**config.mk**
```make
export PLATFORM = sky130hd
export DESIGN_NAME = glyph_outline_to_cubic_path
export DESIGN_NICKNAME = d
export VERILOG_FILES = /design/src/gocp_pkg.sv /design/src/glyph_outline_to_cubic_path.sv
export SDC_FILE = /design/constraint.sdc
export NUM_CORES = 2
export LEC_CHECK = 0
export BUFFER_PORTS_ARGS = -buffer_cell sky130_fd_sc_hd__buf_4
export CORE_MARGIN = 3
export CORE_UTILIZATION = 35
export CTS_BUF_LIST = sky130_fd_sc_hd__clkbuf_4 sky130_fd_sc_hd__clkbuf_8
export DETAILED_ROUTE_END_ITERATION = 10
export RECOVER_POWER = 25
export SLEW_MARGIN = 20
export SYNTH_ARGS = -nofsm -noshare
export SYNTH_HDL_FRONTEND = slang
export SYNTH_SLANG_ARGS = --single-unit
```
**constraint.sdc**
```tcl
create_clock -name i_clk -period 28 [get_ports i_clk]
set_input_delay 2.8 -clock i_clk [delete_from_list [all_inputs] [get_ports i_clk]]
set_output_delay 2.8 -clock i_clk [all_outputs]
set_load 0.01 [all_outputs]
```
**src/gocp_pkg.sv**
```systemverilog
// ----------------------------------------------------------------------------
// gocp_pkg
// Types, codes and the control store for the glyph outline to cubic path
// converter.
// ----------------------------------------------------------------------------
`default_nettype none

package gocp_pkg;

    // input opcodes
    localparam logic [2:0] OPC_MOVE  = 3'd0;
    localparam logic [2:0] OPC_LINE  = 3'd1;
    localparam logic [2:0] OPC_QUAD  = 3'd2;
    localparam logic [2:0] OPC_CUBIC = 3'd3;
    localparam logic [2:0] OPC_END   = 3'd4;

    // configuration register indexes
    localparam logic CFG_DESIGN_SIZE   = 1'b0;
    localparam logic CFG_TARGET_HEIGHT = 1'b1;

    localparam logic [14:0] DESIGN_SIZE_RST   = 15'd2048;
    localparam logic [15:0] TARGET_HEIGHT_RST = 16'd1024;

    // divider setup
    localparam logic [5:0]  SCALE_BITS  = 6'd32;

    // ceil(2^17 / 3), exact for magnitudes below 2^17
    localparam logic [16:0] DIV3_RECIP  = 17'd43691;

    typedef enum logic [1:0] {
        KIND_MOVE   = 2'd0,
        KIND_LINE   = 2'd1,
        KIND_BEZIER = 2'd2,
        KIND_CLOSE  = 2'd3
    } t_kind;

    typedef struct packed {
        logic [2:0]         opcode;
        logic signed [15:0] ctrl_a_x;
        logic signed [15:0] ctrl_a_y;
        logic signed [15:0] ctrl_b_x;
        logic signed [15:0] ctrl_b_y;
        logic signed [15:0] end_x;
        logic signed [15:0] end_y;
    } t_in_item;

    typedef struct packed {
        logic [1:0]         kind;
        logic signed [31:0] p1_x;
        logic signed [31:0] p1_y;
        logic signed [31:0] p2_x;
        logic signed [31:0] p2_y;
        logic signed [31:0] p3_x;
        logic signed [31:0] p3_y;
        logic               last;
    } t_out_item;

    // micro operations
    typedef enum logic [2:0] {
        UOP_JMP,
        UOP_LOAD,
        UOP_DIV,
        UOP_EMIT,
        UOP_END
    } t_uop;

    typedef enum logic [3:0] {
        SRC_AX,
        SRC_AY,
        SRC_BX,
        SRC_BY,
        SRC_EX,
        SRC_EY,
        SRC_TMP,
        SRC_C1X,
        SRC_C1Y,
        SRC_C2X,
        SRC_C2Y
    } t_src;

    typedef enum logic [2:0] {
        DST_P1X = 3'd0,
        DST_P1Y = 3'd1,
        DST_P2X = 3'd2,
        DST_P2Y = 3'd3,
        DST_P3X = 3'd4,
        DST_P3Y = 3'd5,
        DST_TMP = 3'd6
    } t_dst;

    typedef enum logic {
        COND_ALWAYS,
        COND_NO_MOVE
    } t_cond;

    typedef enum logic [1:0] {
        FLAG_KEEP,
        FLAG_CLEAR,
        FLAG_SET
    } t_flag;

    typedef logic [5:0] t_uaddr;

    typedef struct packed {
        t_uop   op;
        t_src   src;
        logic   mul;
        logic   div3;
        t_dst   dst;
        t_kind  kind;
        logic   last;
        t_cond  cond;
        t_uaddr target;
        logic   upd_cur;
        t_flag  flag;
    } t_uword;

    // program entry points
    localparam t_uaddr UA_MOVE      = 6'd0;
    localparam t_uaddr UA_MOVE_BODY = 6'd2;
    localparam t_uaddr UA_LINE      = 6'd8;
    localparam t_uaddr UA_CUBIC     = 6'd14;
    localparam t_uaddr UA_QUAD      = 6'd28;
    localparam t_uaddr UA_EOL       = 6'd50;
    localparam t_uaddr UA_EOL_DONE  = 6'd52;
    localparam t_uaddr UA_IGNORE    = 6'd53;

    function automatic t_uword uw_jmp(input t_cond c, input t_uaddr t);
        t_uword w;
        w        = '0;
        w.op     = UOP_JMP;
        w.cond   = c;
        w.target = t;
        return w;
    endfunction

    function automatic t_uword uw_load(input t_src s, input logic m);
        t_uword w;
        w     = '0;
        w.op  = UOP_LOAD;
        w.src = s;
        w.mul = m;
        return w;
    endfunction

    function automatic t_uword uw_div(input logic d3, input t_dst d);
        t_uword w;
        w      = '0;
        w.op   = UOP_DIV;
        w.div3 = d3;
        w.dst  = d;
        return w;
    endfunction

    function automatic t_uword uw_emit(input t_kind k, input logic l);
        t_uword w;
        w      = '0;
        w.op   = UOP_EMIT;
        w.kind = k;
        w.last = l;
        return w;
    endfunction

    function automatic t_uword uw_end(input logic u, input t_flag f);
        t_uword w;
        w         = '0;
        w.op      = UOP_END;
        w.upd_cur = u;
        w.flag    = f;
        return w;
    endfunction

    function automatic t_uaddr entry_of(input logic [2:0] opc);
        t_uaddr a;
        unique case (opc)
            OPC_MOVE:  a = UA_MOVE;
            OPC_LINE:  a = UA_LINE;
            OPC_QUAD:  a = UA_QUAD;
            OPC_CUBIC: a = UA_CUBIC;
            OPC_END:   a = UA_EOL;
            default:   a = UA_IGNORE;
        endcase
        return a;
    endfunction

    // control store
    function automatic t_uword urom(input t_uaddr a);
        t_uword w;
        unique case (a)
            // move
            6'd0:  w = uw_jmp(COND_NO_MOVE, UA_MOVE_BODY);
            6'd1:  w = uw_emit(KIND_CLOSE, 1'b0);
            6'd2:  w = uw_load(SRC_EX, 1'b1);
            6'd3:  w = uw_div(1'b0, DST_P1X);
            6'd4:  w = uw_load(SRC_EY, 1'b1);
            6'd5:  w = uw_div(1'b0, DST_P1Y);
            6'd6:  w = uw_emit(KIND_MOVE, 1'b1);
            6'd7:  w = uw_end(1'b1, FLAG_CLEAR);
            // line
            6'd8:  w = uw_load(SRC_EX, 1'b1);
            6'd9:  w = uw_div(1'b0, DST_P1X);
            6'd10: w = uw_load(SRC_EY, 1'b1);
            6'd11: w = uw_div(1'b0, DST_P1Y);
            6'd12: w = uw_emit(KIND_LINE, 1'b1);
            6'd13: w = uw_end(1'b1, FLAG_KEEP);
            // cubic
            6'd14: w = uw_load(SRC_AX, 1'b1);
            6'd15: w = uw_div(1'b0, DST_P1X);
            6'd16: w = uw_load(SRC_AY, 1'b1);
            6'd17: w = uw_div(1'b0, DST_P1Y);
            6'd18: w = uw_load(SRC_BX, 1'b1);
            6'd19: w = uw_div(1'b0, DST_P2X);
            6'd20: w = uw_load(SRC_BY, 1'b1);
            6'd21: w = uw_div(1'b0, DST_P2Y);
            6'd22: w = uw_load(SRC_EX, 1'b1);
            6'd23: w = uw_div(1'b0, DST_P3X);
            6'd24: w = uw_load(SRC_EY, 1'b1);
            6'd25: w = uw_div(1'b0, DST_P3Y);
            6'd26: w = uw_emit(KIND_BEZIER, 1'b1);
            6'd27: w = uw_end(1'b1, FLAG_KEEP);
            // quadratic, elevated to cubic
            6'd28: w = uw_load(SRC_C1X, 1'b0);
            6'd29: w = uw_div(1'b1, DST_TMP);
            6'd30: w = uw_load(SRC_TMP, 1'b1);
            6'd31: w = uw_div(1'b0, DST_P1X);
            6'd32: w = uw_load(SRC_C1Y, 1'b0);
            6'd33: w = uw_div(1'b1, DST_TMP);
            6'd34: w = uw_load(SRC_TMP, 1'b1);
            6'd35: w = uw_div(1'b0, DST_P1Y);
            6'd36: w = uw_load(SRC_C2X, 1'b0);
            6'd37: w = uw_div(1'b1, DST_TMP);
            6'd38: w = uw_load(SRC_TMP, 1'b1);
            6'd39: w = uw_div(1'b0, DST_P2X);
            6'd40: w = uw_load(SRC_C2Y, 1'b0);
            6'd41: w = uw_div(1'b1, DST_TMP);
            6'd42: w = uw_load(SRC_TMP, 1'b1);
            6'd43: w = uw_div(1'b0, DST_P2Y);
            6'd44: w = uw_load(SRC_EX, 1'b1);
            6'd45: w = uw_div(1'b0, DST_P3X);
            6'd46: w = uw_load(SRC_EY, 1'b1);
            6'd47: w = uw_div(1'b0, DST_P3Y);
            6'd48: w = uw_emit(KIND_BEZIER, 1'b1);
            6'd49: w = uw_end(1'b1, FLAG_KEEP);
            // end of outline
            6'd50: w = uw_jmp(COND_NO_MOVE, UA_EOL_DONE);
            6'd51: w = uw_emit(KIND_CLOSE, 1'b1);
            6'd52: w = uw_end(1'b0, FLAG_SET);
            // undefined opcode and unused addresses
            default: w = uw_end(1'b0, FLAG_KEEP);
        endcase
        return w;
    endfunction

endpackage

`default_nettype wire

```
**src/glyph_outline_to_cubic_path.sv**
```systemverilog
// ----------------------------------------------------------------------------
// glyph_outline_to_cubic_path
// Converts glyph outline commands into scaled move, line, cubic and close
// path transactions, raising quadratics to cubics.
// ----------------------------------------------------------------------------
// One outline command is taken at a time; o_in_ready stays low until its
// microprogram has finished. Every scaled coordinate costs one load step and
// one pass of the shared restoring divider (one quotient bit per cycle); a
// quadratic's control coordinates first take a load and a divide by three,
// which is a combinational reciprocal multiply. An emit step waits while the
// output register is still full and not being drained.
// A finished transaction waits in the output register while work goes on.
`default_nettype none

module glyph_outline_to_cubic_path (
    input  wire logic                i_clk,
    input  wire logic                i_rst_n,
    input  wire logic                i_in_valid,
    output logic                     o_in_ready,
    input  wire gocp_pkg::t_in_item  i_in,
    output logic                     o_out_valid,
    input  wire logic                i_out_ready,
    output gocp_pkg::t_out_item      o_out,
    input  wire logic                i_cfg_valid,
    output logic                     o_cfg_ready,
    input  wire logic                i_cfg_index,
    input  wire logic [15:0]         i_cfg_data
);

    gocp_pkg::t_in_item  r_item;
    gocp_pkg::t_out_item r_out;
    logic                r_out_valid;

    logic [14:0]         r_ds;
    logic [15:0]         r_th;
    logic signed [15:0]  r_cur_x;
    logic signed [15:0]  r_cur_y;
    logic                r_no_move;

    logic                r_busy;
    gocp_pkg::t_uaddr    r_pc;

    logic signed [32:0]  r_prod;
    logic signed [15:0]  r_tmp;
    logic signed [31:0]  r_pt [0:5];

    logic                r_div_run;
    logic [5:0]          r_cnt;
    logic [31:0]         r_dvd;
    logic [14:0]         r_rem;
    logic [14:0]         r_dsr;
    logic                r_neg;

    gocp_pkg::t_uword    w;
    logic signed [17:0]  src_val;
    logic signed [32:0]  mul_res;
    logic [32:0]         mag;
    logic [15:0]         shifted;
    logic [16:0]         trial;
    logic                qbit;
    logic [14:0]         n_rem;
    logic [31:0]         n_dvd;
    logic [31:0]         quot;
    logic [33:0]         recip;
    logic [15:0]         q3;
    logic                emit_ok;
    logic                emit_fire;
    logic                in_fire;

    assign o_in_ready  = !r_busy;
    assign o_out_valid = r_out_valid;
    assign o_out       = r_out;
    assign o_cfg_ready = 1'b1;
    assign in_fire     = i_in_valid && !r_busy;
    assign emit_ok     = !r_out_valid || i_out_ready;
    assign emit_fire   = r_busy && (w.op == gocp_pkg::UOP_EMIT) && emit_ok;

    assign w = gocp_pkg::urom(r_pc);

    // operand select
    always_comb begin
        unique case (w.src)
            gocp_pkg::SRC_AX:  src_val = {{2{r_item.ctrl_a_x[15]}}, r_item.ctrl_a_x};
            gocp_pkg::SRC_AY:  src_val = {{2{r_item.ctrl_a_y[15]}}, r_item.ctrl_a_y};
            gocp_pkg::SRC_BX:  src_val = {{2{r_item.ctrl_b_x[15]}}, r_item.ctrl_b_x};
            gocp_pkg::SRC_BY:  src_val = {{2{r_item.ctrl_b_y[15]}}, r_item.ctrl_b_y};
            gocp_pkg::SRC_EX:  src_val = {{2{r_item.end_x[15]}}, r_item.end_x};
            gocp_pkg::SRC_EY:  src_val = {{2{r_item.end_y[15]}}, r_item.end_y};
            gocp_pkg::SRC_TMP: src_val = {{2{r_tmp[15]}}, r_tmp};
            gocp_pkg::SRC_C1X: src_val = {{2{r_cur_x[15]}}, r_cur_x}
                                       + {r_item.ctrl_a_x[15], r_item.ctrl_a_x, 1'b0};
            gocp_pkg::SRC_C1Y: src_val = {{2{r_cur_y[15]}}, r_cur_y}
                                       + {r_item.ctrl_a_y[15], r_item.ctrl_a_y, 1'b0};
            gocp_pkg::SRC_C2X: src_val = {{2{r_item.end_x[15]}}, r_item.end_x}
                                       + {r_item.ctrl_a_x[15], r_item.ctrl_a_x, 1'b0};
            gocp_pkg::SRC_C2Y: src_val = {{2{r_item.end_y[15]}}, r_item.end_y}
                                       + {r_item.ctrl_a_y[15], r_item.ctrl_a_y, 1'b0};
            default:           src_val = '0;
        endcase
    end

    assign mul_res = $signed(src_val[15:0]) * $signed({1'b0, r_th});

    // restoring divider step and divide by three
    always_comb begin
        mag     = r_prod[32] ? 33'(-r_prod) : 33'(r_prod);
        shifted = {r_rem, r_dvd[31]};
        trial   = {1'b0, shifted} - {2'b00, r_dsr};
        qbit    = !trial[16];
        n_rem   = qbit ? trial[14:0] : shifted[14:0];
        n_dvd   = {r_dvd[30:0], qbit};
        quot    = r_neg ? 32'(-r_dvd) : r_dvd;
        recip   = {17'b0, mag[16:0]} * {17'b0, gocp_pkg::DIV3_RECIP};
        q3      = r_prod[32] ? 16'(-recip[33:17]) : recip[32:17];
    end

    always_ff @(posedge i_clk) begin
        if (!i_rst_n) begin
            r_busy      <= 1'b0;
            r_pc        <= '0;
            r_div_run   <= 1'b0;
            r_cnt       <= '0;
            r_out_valid <= 1'b0;
            r_ds        <= gocp_pkg::DESIGN_SIZE_RST;
            r_th        <= gocp_pkg::TARGET_HEIGHT_RST;
            r_cur_x     <= '0;
            r_cur_y     <= '0;
            r_no_move   <= 1'b1;
        end else begin
            if (i_cfg_valid) begin
                unique case (i_cfg_index)
                    gocp_pkg::CFG_DESIGN_SIZE:   r_ds <= i_cfg_data[14:0];
                    gocp_pkg::CFG_TARGET_HEIGHT: r_th <= i_cfg_data;
                    default:                     r_th <= r_th;
                endcase
            end

            if (emit_fire) begin
                r_out_valid <= 1'b1;
            end else if (i_out_ready) begin
                r_out_valid <= 1'b0;
            end

            if (in_fire) begin
                r_item <= i_in;
                r_pc   <= gocp_pkg::entry_of(i_in.opcode);
                r_busy <= 1'b1;
            end else if (r_busy) begin
                unique case (w.op)
                    gocp_pkg::UOP_JMP: begin
                        if (w.cond == gocp_pkg::COND_NO_MOVE && r_no_move) begin
                            r_pc <= w.target;
                        end else begin
                            r_pc <= r_pc + 6'd1;
                        end
                    end
                    gocp_pkg::UOP_LOAD: begin
                        r_prod <= w.mul ? mul_res : {{15{src_val[17]}}, src_val};
                        r_pc   <= r_pc + 6'd1;
                    end
                    gocp_pkg::UOP_DIV: begin
                        if (w.div3) begin
                            r_tmp <= q3;
                            r_pc  <= r_pc + 6'd1;
                        end else if (!r_div_run) begin
                            r_div_run <= 1'b1;
                            r_neg     <= r_prod[32];
                            r_rem     <= '0;
                            r_dvd     <= mag[31:0];
                            r_cnt     <= gocp_pkg::SCALE_BITS;
                            r_dsr     <= (r_ds == '0) ? 15'd1 : r_ds;
                        end else if (r_cnt != '0) begin
                            r_dvd <= n_dvd;
                            r_rem <= n_rem;
                            r_cnt <= r_cnt - 6'd1;
                        end else begin
                            r_div_run <= 1'b0;
                            r_pc      <= r_pc + 6'd1;
                            if (w.dst == gocp_pkg::DST_TMP) begin
                                r_tmp <= quot[15:0];
                            end else begin
                                r_pt[w.dst] <= quot;
                            end
                        end
                    end
                    gocp_pkg::UOP_EMIT: begin
                        if (emit_ok) begin
                            r_out.kind  <= w.kind;
                            r_out.last  <= w.last;
                            r_out.p1_x  <= (w.kind == gocp_pkg::KIND_CLOSE) ? '0 : r_pt[0];
                            r_out.p1_y  <= (w.kind == gocp_pkg::KIND_CLOSE) ? '0 : r_pt[1];
                            r_out.p2_x  <= (w.kind == gocp_pkg::KIND_BEZIER) ? r_pt[2] : '0;
                            r_out.p2_y  <= (w.kind == gocp_pkg::KIND_BEZIER) ? r_pt[3] : '0;
                            r_out.p3_x  <= (w.kind == gocp_pkg::KIND_BEZIER) ? r_pt[4] : '0;
                            r_out.p3_y  <= (w.kind == gocp_pkg::KIND_BEZIER) ? r_pt[5] : '0;
                            r_pc        <= r_pc + 6'd1;
                        end
                    end
                    gocp_pkg::UOP_END: begin
                        r_busy <= 1'b0;
                        if (w.upd_cur) begin
                            r_cur_x <= r_item.end_x;
                            r_cur_y <= r_item.end_y;
                        end
                        if (w.flag == gocp_pkg::FLAG_CLEAR) begin
                            r_no_move <= 1'b0;
                        end else if (w.flag == gocp_pkg::FLAG_SET) begin
                            r_no_move <= 1'b1;
                        end
                    end
                    default: begin
                        r_busy <= 1'b0;
                    end
                endcase
            end
        end
    end

    // divider only runs inside a program
    a_div_needs_busy: assert property (@(posedge i_clk) disable iff (!i_rst_n)
        r_div_run |-> r_busy)
        else $error("divider running while sequencer idle");

    // iteration count never exceeds a full scale divide
    a_div_count: assert property (@(posedge i_clk) disable iff (!i_rst_n)
        r_div_run |-> (r_cnt <= gocp_pkg::SCALE_BITS))
        else $error("divider count out of range");

    // close path transactions carry no points
    a_close_zero: assert property (@(posedge i_clk) disable iff (!i_rst_n)
        (r_out_valid && r_out.kind == gocp_pkg::KIND_CLOSE) |->
            (r_out.p1_x == '0 && r_out.p1_y == '0 && r_out.p2_x == '0 &&
             r_out.p2_y == '0 && r_out.p3_x == '0 && r_out.p3_y == '0))
        else $error("close path with nonzero points");

    // an accepted command starts its program
    a_accept_starts: assert property (@(posedge i_clk) disable iff (!i_rst_n)
        (i_in_valid && o_in_ready) |=> (r_busy && !r_div_run))
        else $error("accepted command did not start");

endmodule

`default_nettype wire
```
# Word-level counts from Yosys, hierarchy flattened
# Memory sizes are Yosys's and may differ from the RTL's. A register that Yosys moved wholly into a read port is not among the register bits.
# Cells that the tools add are included.
op_classes:
  n_addsub: 10
  mul: 2
  n_div: 0
  order_cmp: 0
  n_eq_ne: 28
  n_shift: 0
  muxes: 44
  bitwise: 4
  reduce_logical: 37
op_table:
  columns: ["operator", "count"]
  rows:
  - ["one-hot mux 18 bit (11 select lines)", 1]
  - ["2-to-1 mux 32 bit", 4]
  - ["2-to-1 mux 16 bit", 5]
  - ["adder 16 x 17 -> 18 bit", 4]
  - ["2-to-1 mux 6 bit", 11]
  - ["negation 32 bit", 2]
  - ["multiplier 16 x 17 -> 33 bit", 1]
  - ["multiplier 17 x 16 -> 33 bit, second input constant", 1]
  - ["2-to-1 mux 33 bit", 1]
  - ["2-to-1 mux 15 bit", 2]
  - ["one-hot mux 6 bit (5 select lines)", 1]
  - ["one-hot mux 6 bit (4 select lines)", 1]
  - ["2-to-1 mux 1 bit", 18]
  - ["subtractor 16 x 15 -> 17 bit", 1]
  - ["== test 4 x 3 -> 1 bit, second input constant", 4]
  - ["negation 16 bit", 1]
  - ["AND reduction 4 bit", 4]
  - ["zero test 15 bit", 1]
  - ["AND reduction 5 bit", 3]
  - ["== test 3 x 2 -> 1 bit, second input constant", 4]
  - ["== test 4 bit, second input constant", 3]
  - ["AND reduction 6 bit", 2]
  - ["nonzero test 2 bit", 5]
  - ["== test 3 bit, second input constant", 3]
  - ["22 further kinds", 42]
totals:
  register_bits: 290
  latchBits: 0
  ramBits: 192
  rom_bits: 1472
  wordCells: 151
  n_memories: 2
mem_list:
  columns: ["name", "depth", "word_bits", "read_ports", "rd_clocked_by_memory_dff", "wr", "line_no", "source"]
  rows:
  - ["(no name shown)", 64, 23, 1, 1, 0, "gocp_pkg.sv:189", "unique case (a)"]
  - ["r_pt", 6, 32, 6, 6, 1, "glyph_outline_to_cubic_path.sv:45", "logic signed [31:0] r_pt [0:5];"]

# Logic depth before layout (Yosys ltp)
depth:
  ltp_word: 10
  depth_mapped: 40

# Worst setup path before layout
# Ideal clock, no wire load.
synth_timing:
  path_type: "input -> register"
  from: "in i_rst_n"
  to: "reg r_out, in the netlist o_out[0], enable pin"
  setup_ns: 0.753
  arrival_time_ns: 11.328
  path_slack_ns: 15.919
  cell_stages: 3
  path_buffers: 1
  cell_sequence: "clkbuf_1 > nand3_1 > nor2_1"
synth_between:
  elab_chain_len: 1
synth_rtl:
  columns: ["item", "line_no", "source"]
  rows:
  - ["start, declared", "glyph_outline_to_cubic_path.sv:17", "input wire logic i_rst_n,"]
  - ["AND reduction 5 bit (no source line)", null, null]
  - ["end, declared", "glyph_outline_to_cubic_path.sv:31", "gocp_pkg::t_out_item r_out;"]
# Every way passes these cells.
# A chain may end at the register's enable or synchronous reset.

# Worst setup path after layout
layout_timing:
  from: "reg w[21] (netlist name)"
  to: "reg r_prod[32] (data pin)"
layout_between:
  elab_chain_len: 4
  word_cells_on_any_way: 14
  classes_between: "1 x mul; 10 x eq/ne; 2 x mux; 1 x reduce/logical"
layout_rtl:
  columns: ["item", "line_no", "source"]
  rows:
  - ["== test 4 bit (tied with other cells)", "glyph_outline_to_cubic_path.sv:82", "unique case (w.src)"]
  - ["one-hot mux 18 bit (11 select lines) *", "glyph_outline_to_cubic_path.sv:82", null]
  - ["multiplier 16 x 17 -> 33 bit", "glyph_outline_to_cubic_path.sv:102", "assign mul_res = $signed(src_val[15:0]) * $signed({1'b0, r_th});"]
  - ["2-to-1 mux 33 bit *", "glyph_outline_to_cubic_path.sv:158", "r_prod <= w.mul ? mul_res : {{15{src_val[17]}}, src_val};"]
  - ["end signal, assigned", "glyph_outline_to_cubic_path.sv:158", null]
  - ["end, declared", "glyph_outline_to_cubic_path.sv:43", "logic signed [32:0] r_prod;"]
# Every way passes the cells marked *; elsewhere a longest branch is shown, timed or not.

==> qor.txt <==
Status: complete, but fails checks
Violated checks: capacitance limit, slew limit
CP most frequent cell: fa_1
Input/output buffers: 317
Period minus WS final: 10520 ps
Crit Reg-Reg Endpoint: r_prod[32]$_DFFE_PP_
Worst Setup SP: w[21]$_SDFF_PP0_
Switching Fraction: 47.2%
Met2 usage: 29.7%
Peak supply drop: 243 uV
Routability Congestion: 0.899
Clk sink count: 695
Worst Min Path Start: w[10]$_DFF_P_
Routed Antenna Nets: 0
Setup Total Neg Slack: 0 ps
Nets@finish: 4875
RSZ-0062 raised after global routing: false
Peak per-stage delay on the critical path: 840 ps
Cell count along the critical path: 32
Dpl cells: 5660
Internal power: 3300 uW
Sequential group share of total power: 19.1%
Routed vias/inst: 4.98
Die W: 359 um
Startpoint types: flip-flop
Pleak: 0.0206 uW
Starting Density: 35.5%
Synth warnings: 0
Total of max-cap violations: 3
Combinational share of power: 66.8%
H-tree levels: 3
Crit path to: r_prod[32]$_DFFE_PP_
Quantity of hold-fixing buffers added after cts: 0
Psw: 2950 uW
CTS tree: built
Initial drt markers: 2299
Critical path buffers and inverters: 4
Slew HR: -150%
Root buf cell: clkbuf_8
Die H: 359 um
Clock Path Buffers: 3
DR pass1 iterations: 5
Synth Net Count: 4522
Clock group share of total power: 14.1%
Antenna violations before repair: 4
Vias: 29276
First-pass GRT wire length: 180000 um
CTS Buf Count: 114
Share of layout cells above drive strength 1: 15.2%
# rows: 128
Worst-margin pin slew: 3750 ps
Critical Path Fanout Max: 17
CP max-delay cell: a2111oi_0
Pwr dens: 124 nW/um^2
Fin crit share: 37.6%
Largest net degree at the start of global routing: 176
Grt peak-use layer: met2
Fmax: 95.1 MHz
Gr usage total: 18.4%
Die ar.: 129000 um^2
Worst skew pair latency: 810 ps
Routed WL: 119000 um
Worst path arrival time: 11030 ps
Post-synth cell types: 76
Non-filler cells, final: 5876
Tot Pwr: 6250 uW
Buffer count from post-CTS setup fixing: 0
Worst hold stages: 0
Synthesized area: 43500 um^2
CP Capture Type: flip-flop
R2r worst-path depth: 32
I/O pin count: 319
Hold WS: 416 ps
Synth Instances: 3798
Vias in the first global route: 29262
Layout Skew: 98.9 ps
Synth Register Bits: 695
Routed len/inst: 20.2 um
M3 GR Usage: 3.21%
Worst r2r src: w[21]$_SDFF_PP0_
Met1 Use GR: 25.9%
Hold Path Class: reg -> reg
Core area: 123000 um^2
R2R Setup Slk: 17480 ps
WS Path Type: reg -> reg
Register area share after synthesis: 45.7%
Final hold violation count: 0
Final worst slack: 17480 ps
Dpl ws: 17600 ps
Top FF cell, synth: edfxtp_1
Area delta synth->final: 15.5%
Post-synth EDFFs: 595
Max-slew violation count: 210
Final setup fails: 0
DRC Markers: 0
Async SR Flop Fraction: 0%
Worst-path clk slew: 70 ps
Worst path top cell family by delay: compound AO/OA/AOI/OAI gates
Critical Path RT: 28510 ps
Mean area per synthesized cell: 11.5 um^2
Hpwl dp: 90200 um
GR Overflow Total: 0
PostCTS Resize Cnt: 0
cell type report:
| type | instances | area [um^2] |
|---|---|---|
| fillers | 11744 | 72300 |
| multi-input cells | 2506 | 21500 |
| flip-flops and latches | 695 | 19900 |
| repair buffers | 384 | 2820 |
| well taps | 1625 | 2030 |
| clock buffers | 142 | 1800 |
| inverters | 450 | 1690 |
| clock inverters | 70 | 503 |
| diodes | 4 | 10.0 |
worst min-delay path by stage:
stage	endpoint	slack [ps]
final	o_out[0]$_DFFE_PP_	420
after floorplan	o_out[0]$_DFFE_PP_	390
after global placement	o_out[0]$_DFFE_PP_	390
after CTS	o_out[0]$_DFFE_PP_	420
after detailed placement	o_out[0]$_DFFE_PP_	410
after global routing	o_out[0]$_DFFE_PP_	430
cell usage after synthesis, types with 9 or more instances:
master,count,share of area (%)
nor3_1,27,0.31
a22oi_1,40,0.69
inv_1,447,3.9
nor2b_1,58,0.83
mux2i_1,24,0.55
and2_1,282,4.1
nand2_1,359,3.1
or4_1,17,0.29
clkbuf_1,142,1.2
a31oi_1,12,0.17
a21oi_1,116,1.3
a221o_1,9,0.21
a21boi_0,68,1.2
xor2_1,49,0.99
a22o_1,10,0.20
or2_2,14,0.20
ha_1,317,9.1
o41ai_1,10,0.20
or3_1,18,0.26
nor4_1,10,0.14
o31ai_1,23,0.40
mux2_2,55,1.4
a31o_2,10,0.20
fa_1,286,13
o21a_1,14,0.24
a211oi_1,16,0.28
nand3_1,55,0.63
o211ai_1,10,0.17
o21ai_0,119,1.4
xnor2_1,100,2.0
edfxtp_1,595,41
dfxtp_1,100,4.6
and3_1,15,0.22
nand2b_1,47,0.68
nor2_1,138,1.2
nand4_1,12,0.17
a21o_1,57,0.98
nand3b_1,9,0.16
power by group through the flow:
stage               logic, uW  clock network [uW]  registers (uW)
finish                   4170                 882            1190
global route             4750                 957            1200
CTS                      4180                 908            1190
detailed placement       4130                   0            1210
global placement         4120                   0            1210
floorplan                3130                   0            1200
sequential cells by signal, summed over array words and instances, names as in the netlist:
register / count
o_out_valid: 1
r_busy: 1
r_cnt: 6
r_pt: 192
r_item: 96
o_out: 195
r_cur_x: 16
r_no_move: 1
r_dsr: 15
r_tmp: 16
r_ds: 15
w: 21
r_prod: 33
r_pc: 6
r_neg: 1
r_div_run: 1
r_th: 16
r_dvd: 32
r_cur_y: 16
r_rem: 15
stage by stage:
stage	utilization [%]	instance area, um^2
after floorplan	-	43500
after global placement	39.2	48000
after detailed placement	39.2	48000
after CTS	41.0	50300
after global routing	41.0	50200
final	41.0	50200
cells in the final DEF (no fill, tap or decap), types with 18 or more instances in the layout:
cell	instances
xnor2_1	99
nand2b_1	47
a21oi_1	115
o21ai_0	118
nand2_1	358
a22oi_1	40
nor2b_1	58
or3_1	18
and2_1	150
nor2_1	132
mux2i_1	24
inv_1	447
and2_0	131
clkbuf_4	113
nor3_1	22
ha_1	317
dfxtp_1	100
a21boi_0	68
a21o_1	57
buf_4	274
edfxtp_1	595
mux2_2	54
nand3_1	55
clkbuf_8	117
clkinv_2	21
fa_1	286
clkbuf_1	20
o31ai_1	22
clkinv_1	36
xor2_1	49
kinds of logic (layout without fill, tap and decap cells):
| family | count (synthesis) | after routing | share of synthesized area (%) |
|---|---|---|---|
| AO/OA/AOI/OAI | 592 | 592 | 9.21 |
| XOR/XNOR | 149 | 149 | 3.00 |
| adder cells (fa/ha/maj) | 603 | 603 | 22.3 |
| buffers and inverters | 597 | 1046 | 5.16 |
| flip-flops | 695 | 695 | 45.7 |
| multiplexers | 80 | 80 | 2.01 |
| other | 1 | 5 | 0.00862 |
| AND/OR/NAND/NOR | 1081 | 1081 | 12.7 |
per-layer routing:
layer  wire [um]  vias up  part of all wire (%)
met2       55200      963                    47
met3        8330      117                   7.0
li1            -    13766                     -
met5           0        -                     0
met1       53200    14430                    45
met4        1960        0                   1.6
Note: power is estimated with default switching activity, not from simulation.
